<file path="src/design/svm_pkg.sv">
// Shared types and codes of the stack VM instruction execute core.
`timescale 1ns / 1ps

package svm_pkg;

  // instruction codes
  localparam logic [3:0] FN_PUSH   = 4'd0;
  localparam logic [3:0] FN_POP    = 4'd1;
  localparam logic [3:0] FN_ADD    = 4'd2;
  localparam logic [3:0] FN_SUB    = 4'd3;
  localparam logic [3:0] FN_NEG    = 4'd4;
  localparam logic [3:0] FN_AND    = 4'd5;
  localparam logic [3:0] FN_OR     = 4'd6;
  localparam logic [3:0] FN_NOT    = 4'd7;
  localparam logic [3:0] FN_EQ     = 4'd8;
  localparam logic [3:0] FN_LT     = 4'd9;
  localparam logic [3:0] FN_GT     = 4'd10;
  localparam logic [3:0] FN_GOTO   = 4'd11;
  localparam logic [3:0] FN_IFGOTO = 4'd12;
  localparam logic [3:0] FN_CALL   = 4'd13;
  localparam logic [3:0] FN_RET    = 4'd14;

  // segment codes
  localparam logic [2:0] SEG_ARG     = 3'd0;
  localparam logic [2:0] SEG_LOCAL   = 3'd1;
  localparam logic [2:0] SEG_STATIC  = 3'd2;
  localparam logic [2:0] SEG_CONST   = 3'd3;
  localparam logic [2:0] SEG_THIS    = 3'd4;
  localparam logic [2:0] SEG_THAT    = 3'd5;
  localparam logic [2:0] SEG_POINTER = 3'd6;
  localparam logic [2:0] SEG_TEMP    = 3'd7;

  // status codes
  localparam logic [3:0] ST_OK       = 4'd0;
  localparam logic [3:0] ST_UNDER    = 4'd1;
  localparam logic [3:0] ST_SEG      = 4'd2;
  localparam logic [3:0] ST_STADDR   = 4'd3;
  localparam logic [3:0] ST_HEAP     = 4'd4;
  localparam logic [3:0] ST_PTR      = 4'd5;
  localparam logic [3:0] ST_ADDOVF   = 4'd6;
  localparam logic [3:0] ST_SUBUNF   = 4'd7;
  localparam logic [3:0] ST_ARGS     = 4'd8;
  localparam logic [3:0] ST_NOTARGET = 4'd9;
  localparam logic [3:0] ST_BADOP    = 4'd10;
  localparam logic [3:0] ST_FULL     = 4'd11;
  localparam logic [3:0] ST_HALTED   = 4'd12;

  localparam logic [15:0] TRUE_WORD   = 16'hFFFF;
  localparam int          FRAME_WORDS = 8;

  typedef struct packed {
    logic [3:0]  func;
    logic [2:0]  segment;
    logic [15:0] offset;
    logic [15:0] cur_index;
    logic [3:0]  cur_file;
    logic        target_found;
    logic [15:0] target_index;
    logic [3:0]  target_file;
    logic [15:0] arg_count;
    logic [15:0] local_count;
  } instr_t;

  typedef struct packed {
    logic [3:0]  status;
    logic [15:0] top_value;
    logic        jump_taken;
    logic [15:0] next_index;
    logic [3:0]  next_file;
  } result_t;

  // controller to datapath
  typedef struct packed {
    logic load_in;
    logic clear;
    logic rd;
    logic exec;
    logic frame_push;
    logic local_push;
    logic ret_step;
    logic top_rd;
    logic top_cap;
    logic load_out;
  } cmd_t;

  // datapath to controller
  typedef struct packed {
    logic clear_done;
    logic go_call;
    logic go_ret;
    logic frame_last;
    logic locals_zero;
    logic ret_last;
  } sts_t;

endpackage

</file>
<file path="src/design/svm_ctrl.sv">
// Sequencing state machine of the stack VM instruction execute core.
`timescale 1ns / 1ps

module svm_ctrl (
  input  logic          clk,
  input  logic          rst,
  input  logic          instr_valid,
  output logic          instr_ready,
  output logic          result_valid,
  input  logic          result_ready,
  output svm_pkg::cmd_t cmd,
  input  svm_pkg::sts_t sts
);
  import svm_pkg::*;

  typedef enum logic [3:0] {
    S_CLEAR, S_IDLE, S_READ, S_EXEC, S_FRAME, S_LOCALS, S_RET, S_TOPRD, S_TOPCAP, S_OUT
  } state_t;

  state_t state, state_next;
  logic   out_free;

  assign instr_ready = (state == S_IDLE);
  assign out_free    = !result_valid || result_ready;

  always_comb begin
    cmd        = '0;
    state_next = state;
    unique case (state)
      S_CLEAR: begin
        cmd.clear = 1'b1;
        if (sts.clear_done) state_next = S_IDLE;
      end
      S_IDLE: begin
        cmd.load_in = instr_valid;
        if (instr_valid) state_next = S_READ;
      end
      S_READ: begin
        cmd.rd     = 1'b1;
        state_next = S_EXEC;
      end
      S_EXEC: begin
        cmd.exec = 1'b1;
        if (sts.go_call)     state_next = S_FRAME;
        else if (sts.go_ret) state_next = S_RET;
        else                 state_next = S_TOPRD;
      end
      S_FRAME: begin
        cmd.frame_push = 1'b1;
        if (sts.frame_last) state_next = S_LOCALS;
      end
      S_LOCALS: begin
        if (sts.locals_zero) state_next = S_TOPRD;
        else                 cmd.local_push = 1'b1;
      end
      S_RET: begin
        cmd.ret_step = 1'b1;
        if (sts.ret_last) state_next = S_TOPRD;
      end
      S_TOPRD: begin
        cmd.top_rd = 1'b1;
        state_next = S_TOPCAP;
      end
      S_TOPCAP: begin
        cmd.top_cap = 1'b1;
        state_next  = S_OUT;
      end
      S_OUT: begin
        if (out_free) begin
          cmd.load_out = 1'b1;
          state_next   = S_IDLE;
        end
      end
      default: state_next = S_IDLE;
    endcase
  end

  always_ff @(posedge clk) begin
    if (rst) begin
      state        <= S_CLEAR;
      result_valid <= 1'b0;
    end else begin
      state <= state_next;
      if (cmd.load_out)   result_valid <= 1'b1;
      else if (result_ready) result_valid <= 1'b0;
    end
  end

endmodule

</file>
<file path="config.mk">
export PLATFORM = sky130hd
export DESIGN_NAME = svm_ctrl
export DESIGN_NICKNAME = d
export VERILOG_FILES = /design/src/design/svm_pkg.sv /design/src/design/svm_ctrl.sv
export SDC_FILE = /design/constraint.sdc
export NUM_CORES = 1
export LEC_CHECK = 0
export ABC_AREA = 1
export BUFFER_PORTS_ARGS = -buffer_cell sky130_fd_sc_hd__buf_2
export CAP_MARGIN = 20
export CORE_AREA = 3 3 40 42
export CTS_CLUSTER_DIAMETER = 120
export DETAILED_ROUTE_END_ITERATION = 6
export DIE_AREA = 0 0 43 45
export PLACE_DENSITY = 0.71
export SYNTH_ARGS = -nofsm -noshare
export SYNTH_HDL_FRONTEND = slang
export SYNTH_SLANG_ARGS = --single-unit
export TNS_END_PERCENT = 50
</file>
<file path="constraint.sdc">
create_clock -name clk -period 1.37 [get_ports clk]
set_input_delay 0.137 -clock clk [delete_from_list [all_inputs] [get_ports clk]]
set_output_delay 0.137 -clock clk [all_outputs]
set_load 0.02 [all_outputs]
</file>
* After elaboration in Yosys (flattened, before gate mapping)
Index checks and enable logic that the tools add are counted.
** Storage, ports and cells
- Output and inout bits :: 12
- Register bits :: 5
- Input bits :: 10
- Logic and storage cells :: 45
** Operators by class
- Mux-type cells :: 23
- Reduce and logical (&&, ||, !) cells :: 5
- Equal/unequal tests :: 15
** Operator list (number)
- one-hot mux 4 bit (10 select lines) :: 1
- two-way mux 4 bit :: 7
- == test 4 x 3 -> 1 bit, second input constant :: 4
- two-way mux 1 bit :: 15
- != test 2 bit, second input constant :: 6
- == test 4 x 2 -> 1 bit, second input constant :: 2
- == test 4 bit, second input constant :: 2
- AND reduction 6 bit :: 1
- == test 4 x 1 -> 1 bit, second input constant :: 1
- logical NOT 4 bit :: 1
- nonzero test 2 bit :: 1
- logical NOT 1 bit :: 1
- logical OR 1 bit :: 1

* Longest topological paths before layout
Gate-level depths: netlist of run 1.
- Word-level depth :: 5
- Mapped depth :: 9

* Least setup slack after synthesis of run 1
OpenSTA, ideal clock, no wires.
- Path type :: reg2reg
- Start point :: register state[0]
- End point :: register result_valid
- Required time :: 1305 ps
- Arrival :: 1266 ps
- Path buffers :: 1
- Path slack :: 39 ps
- Period minus slack after synthesis :: 1331 ps
- Stages on the path, launching flop included :: 8
- Library setup time :: 65 ps
- Cells stage by stage :: dfxtp_1 buf_6 inv_2 nor2_2 inv_1 nor4_2 nor2_1 nor2_1
** RTL lines
- start, declared :: RTL line svm_ctrl.sv:20 : state_t state, state_next;
- start signal, assigned :: RTL line svm_ctrl.sv:83 : state <= state_next;
- end signal, assigned :: RTL line svm_ctrl.sv:81 : result_valid <= 1'b0;
- end signal, assigned :: RTL line svm_ctrl.sv:84 : if (cmd.load_out) result_valid <= 1'b1;
- end signal, assigned :: RTL line svm_ctrl.sv:85 : else if (result_ready) result_valid <= 1'b0;
- end, declared :: RTL line svm_ctrl.sv:9 : output logic result_valid,

==> results of run 1 <==
## worst max-delay path: stages (launching register included)
cell and delay [ns]:
dfxtp_4 0.34, inv_2 0.04, nor2_4 0.11, inv_2 0.06, nor4_4 0.26, buf_4 0.18
## area by class of cell
type | instances | share of cell area, %
timing repair buffer | 28 | 25.4
sequential | 5 | 16.2
tap | 15 | 2.76
multi-input combinational | 52 | 43.0
inverter | 16 | 8.82
clock buffer | 4 | 3.86
## worst min-delay path by stage
stage	start	to	depth (start not counted)
2_1_floorplan	rst	state[2]	1
3_3_place_gp	rst	state[3]	2
3_5_place_dp	rst	state[3]	2
4_1_cts	rst	state[2]	2
5_1_grt	rst	state[2]	2
6_report	rst	state[2]	2
## routing by layer
layer | track usage [%] | up-vias | part of all wire, %
li1 | - | 292 | -
met1 | 16.5 | 248 | 40
met2 | 26.6 | 18 | 52
met3 | 1.99 | 2 | 7.3
met4 | 9.04 | 0 | 0.71
met5 | 0 | - | 0
## where the power goes
group / internal, W / leakage [nW] / total, W / switching (W)
Combinational: 0.000299 / 0.333 / 0.000755 / 0.000456
Sequential: 0.000195 / 0.0430 / 0.000248 / 0.0000534
Clock: 0.000110 / 0.0150 / 0.000173 / 0.0000628
Total: 0.000604 / 0.391 / 0.00118 / 0.000573
## cells in the mapped netlist
cell      instances  area (sq um)
nand3_1           8          40.0
nand2_1           8          30.0
nor4_2            1          12.5
o21ai_1           1          5.00
nand3b_1          2          15.0
nand3b_2          1          11.3
buf_6             1          11.3
inv_2             6          22.5
nand2_2           1          6.26
nor3_1            4          20.0
o211ai_1          1          7.51
or2_2             1          6.26
a21oi_1           2          10.0
nor2_2            2          12.5
dfxtp_1           5           100
clkinv_1          1          3.75
nor2_4            1          11.3
inv_1             9          33.8
nor2_1           19          71.3
## through the flow
step	TNS, ns	setup slack [ns]	hold WS [ns]	cell area (sq um)
floorplan	0	0.0386	0.206	430
global placement	0	0.165	0.356	551
detailed placement	0	0.117	0.359	551
CTS	-0.0212	-0.0165	0.0937	653
global route	-0.146	-0.0728	0.124	681
finish	-0.00967	-0.00967	0.0961	681
## logic make-up (layout without fill, tap and decap cells)
| logic type | after synthesis | in the layout | synth area share [%] |
|---|---|---|---|
| AOI/OAI and AO/OA | 4 | 4 | 5.23 |
| DFF | 5 | 5 | 23.3 |
| buffers and inverters | 17 | 48 | 16.6 |
| and+or+nand+nor | 48 | 48 | 54.9 |
## state kept, by name, summed over array words and instances, names as in the netlist
register / flops
result_valid: 1
state: 4
## what timing repair did
action,4_1_cts,5_1_grt
hold endpoints to repair,0,0
gates resized for setup,11,10
gates cloned,0,0
setup buffers,6,0
pin swaps,4,1
hold buffers,0,0
endpoints found under the setup margin,9,10
==> results.toml, run 1 <==
[synth]
synthCells = 74
synth_seq_cells = 5
synth.distinct_cells = 19
syn_avg_cell_area_sq_um = 5.82
synth_nets = 84
yosys_warnings = 0
synth-seq-area-share_pct = 23.3
syn_area_sq_um = 430

[global_route]
grt.total_usage_pct = 14.8
grt_max_degree = 7
overflow = 0
grt_pass1_wl_um = 2140
grt_antenna_before_repair = 0
grt_pass1_vias = 533

[floorplan]
rows = 13
core-area_sq_mm = 0.00128
die_h_um = 45
boundaryPins = 22
die-area_sq_mm = 0.00194
die_w_um = 43
initial_utilization_pct = 33.5

[cells_and_area]
syn2layout_area_growth_pct = 58.1
final_common_cell = "nor2_1"
postLayoutCoreUtil_pct = 53.0
stdcell_count = 120
nFillCells = 127
layout_common_cells = "nor2_1, buf_2, buf_4"
drive_gt1_share_pct = 51.4
ff_latch_area_sq_um = 110
n_antenna_cell = 0
layout.nets = 116
multi_input_area_sq_um = 293

[sta]
setup_ws_ns = -0.00967
drv_slew = 0
min_period_ns = 1.38
max_freq_ghz = 0.725
slew_headroom_pct = 81.1
rsz0062_at_grt = "true"
final.setup_skew_ns = 0.00261
fin_crit_sh_pct = 101
worst_pin_slew_ns = 0.282
finalHoldViolCount = 0
setup_violations = 1

[critical_path]
worstRegToRegCells = 10
cp_max_fo = 3
crit_path_end = "cmd[0]"
worstSetupPathType = "flip-flop to primary output"
r2r_setup_slack_ns = 0.06
cp_data_arrival_time_ns = 1.24
cp-start-kind = "flip-flop"
r2r_end = "state[1]"
r2r_start = "state[2]"
cp-startpoint = "state[0]"
required_ns = 1.23
endpoint_kind = "primary output"

[drt]
wire_per_inst_um = 10.6
drt_iter0_drc = 12
routed_via_density = 4.67
wirelength_um = 1280
vias = 560
drt_first_pass_iters = 4
drc = 0
postRouteAntennaNets = 0

[run_status]
status = "finished, violations left"
violations = "negative setup slack"

[power]
p_total_w = 0.00118
powerDensity_mw_per_mm2 = 1730
p_leak_nw = 0.391
irDropWorstVdd_mv = 0.814

[cts]
clkSinkCount = 5
cts_root_buffer = "clkbuf_4"
cts_buffers = 3
clockBufferDepth = 2
cts_tree = "yes"
clk_pin_slew_ns = 0.05
clock_latency_ns = 0.24
h-tree-depth = 1

[placed_design]
post-dp-hpwl_um = 940
dp_cells = 110
gp_congestion = 0.842
io_buffers = 21

[run]
cap_violations = 0

[min_path]
worstHoldPathType = "primary input to flip-flop"
No activity file was read; power rests on OpenSTA's default activity.
==> run 2, diff against run 1 <==
ABC_AREA = unset   (was 1)
PLACE_DENSITY = 0.69   (was 0.71)
==> run 2 against run 1 <==
The run still ends with negative setup slack left; maximum frequency fell by 4.8%; highest routed layer unchanged; clock skew barely moved; worst setup slack got worse by 0.069 ns; sequential power fell by 26%; global-route usage rose by 2.0 points; core utilization rose by 9.8 points; critical path depth fell by 2; design area rose by 19%; die area did not move; clock power rose by 4%.
==> results.toml, run 2 <==
[run_status]
violations = "negative setup slack"
status = "finished, violations left"

[cts]
cts_tree = "yes"
clk_pin_slew_ns = 0.05
clkSinkCount = 5
clockBufferDepth = 2
cts_buffers = 3
cts_root_buffer = "clkbuf_4"
clock_latency_ns = 0.25
holdBufCountCts = 0
h-tree-depth = 1

[global_route]
grt_antenna_before_repair = 0
grt_max_degree = 10
grt_pass1_vias = 570
grt.total_usage_pct = 16.8
grt_pass1_wl_um = 2420
overflow = 0

[critical_path]
cp_num_buf_inv = 2
cp_data_arrival_time_ns = 1.31
crit_chain = "or4b_4 > inv_2 > buf_6"
cpPeakStageDelay_ns = 0.55
critPathTopFamily = "simple AND/OR/NAND/NOR gates"
r2r_setup_slack_ns = -0.06
worstSetupPathType = "flip-flop to primary output"
critPathSlowestCell = "or4b_4"
required_ns = 1.23
cp_max_fo = 4
endpoint_kind = "primary output"
cp-start-kind = "flip-flop"

[synth]
synth_top_family_by_area = "simple AND/OR/NAND/NOR gates"
yosys-top-cells-count = "nor3_1, dfxtp_1, nor2_1"
synthCells = 52
synth_top_area_share_pct = 24.9
syn_area_sq_um = 402
synth.distinct_cells = 23
synth_nets = 62
yosysTopAreaCell = "dfxtp_1"
synth-seq-area-share_pct = 24.9
yosys-top-cells-area = "dfxtp_1, nor3_1, nand2b_1"
yosys_warnings = 0
yosysMostFrequentCell = "nor3_1"
syn_avg_cell_area_sq_um = 7.72
synth_ff_type = "dfxtp_1"
yosys.area_share.simple_pct = 41.7
synthArstFlopShare_pct = 0
synth-edff-count = 0
synth_fa_ha_area_share_pct = 0
synth-xor-area-share_pct = 2.18
synthMuxAreaShare_pct = 2.49
synth_compound_area_share_pct = 22.7
synth_seq_cells = 5

[sta]
slew_headroom_pct = 80.2
min_period_ns = 1.45
drv_slew = 0
finalHoldViolCount = 0
setup_ws_ns = -0.0788
rsz0062_at_grt = "true"
fin_crit_sh_pct = 106
setup_violations = 10
worst_pin_slew_ns = 0.297
max_freq_ghz = 0.690
final.setup_skew_ns = 0.00224
setup_tns_ns = -0.526

[run]
cap_violations = 0

[placed_design]
io_buffers = 21
pre_cts_slack_ns = -0.0163
gp_congestion = 0.749
placed_area_sq_um = 556
post-dp-hpwl_um = 821

[cells_and_area]
regMostFlops = "state"
reg.largest.list = "state: 4 flops, result_valid: 1 flops"
layout_common_cells = "buf_4, buf_2, buf_6, dfxtp_2"
final_common_cell = "buf_4"
layout.nets = 103
n_antenna_cell = 0
final_area_sq_um = 807
syn2layout_area_growth_pct = 101
nFillCells = 116
postLayoutCoreUtil_pct = 62.8
largest_reg_flops = 4
drive_gt1_share_pct = 69.6

[floorplan]
die-area_sq_mm = 0.00194
die_h_um = 45
core-area_sq_mm = 0.00128
die_w_um = 43
initial_utilization_pct = 31.3
boundaryPins = 22
rows = 13

[drt]
vias = 549
routed_via_density = 5.13
wirelength_um = 1510
wire_per_inst_um = 14.1
drt_first_pass_iters = 4
drt_iter0_drc = 5
drc = 0
postRouteAntennaNets = 0

[min_path]
worstHoldPathType = "primary input to flip-flop"

[power]
irDropWorstVdd_mv = 0.556
powerDensity_mw_per_mm2 = 1110
p_leak_nw = 0.371
-- run 2: timing repair --
| item | CTS | global route |
|---|---|---|
| setup endpoints to repair | 11 | 13 |
| endpoints found under the hold margin | 0 | 0 |
| setup buffers | 11 | 1 |
| pin swaps | 6 | 3 |
| gates resized for setup | 20 | 18 |
| cloned | 1 | 0 |
-- run 2: power breakdown --
group | total, W | internal (W) | switching (W) | leakage [nW]
sequential | 0.000183 | 0.000169 | 0.0000142 | 0.0424
combinational | 0.000534 | 0.000257 | 0.000278 | 0.314
clock | 0.000180 | 0.000111 | 0.0000691 | 0.0150
total | 0.000897 | 0.000536 | 0.000361 | 0.371
-- run 2: cell families (layout without fill, tap and decap cells) --
family	after synthesis	after routing
and+or+nand+nor	30	30
DFF	5	5
xor gates and xnor gates	1	1
buffers and inverters	5	45
muxes	1	1
AOI/OAI and AO/OA	10	10
-- run 2: per-stage QoR --
step	cells	hold WS [ns]	total power (W)
after CTS	106	0.120	0.000841
final	107	0.124	0.000897
after floorplan	52	0.205	0.000434
after detailed placement	90	0.382	0.000537
after global routing	107	0.138	0.000942
after global placement	90	0.373	0.000530
-- run 2: final timing paths --
path,from,to,cells after the start
min,rst,state[0],2
max reg2reg,state[3],state[1],4
min reg2reg,result_valid,result_valid,2
max,state[3],cmd[5],3
-- run 2: layer usage --
layer / vias up / part of all wire [%] / track usage, % / wire length (um)
li1: 268 / - / - / -
met1: 259 / 39 / 15.9 / 585
met2: 20 / 55 / 35.0 / 828
met3: 2 / 5.2 / 2.79 / 79
met4: 0 / 0.86 / 7.23 / 13
met5: - / 0 / 0 / 0
-- run 2: layout make-up --
cell class	instances	area, sq um	area share [%]
multi-input combinational	42	350	43.4
inverter	1	3.75	0.465
timing repair buffer	40	303	37.5
sequential	5	105	13.0
tap	15	18.8	2.33
clock buffer	4	26.3	3.26
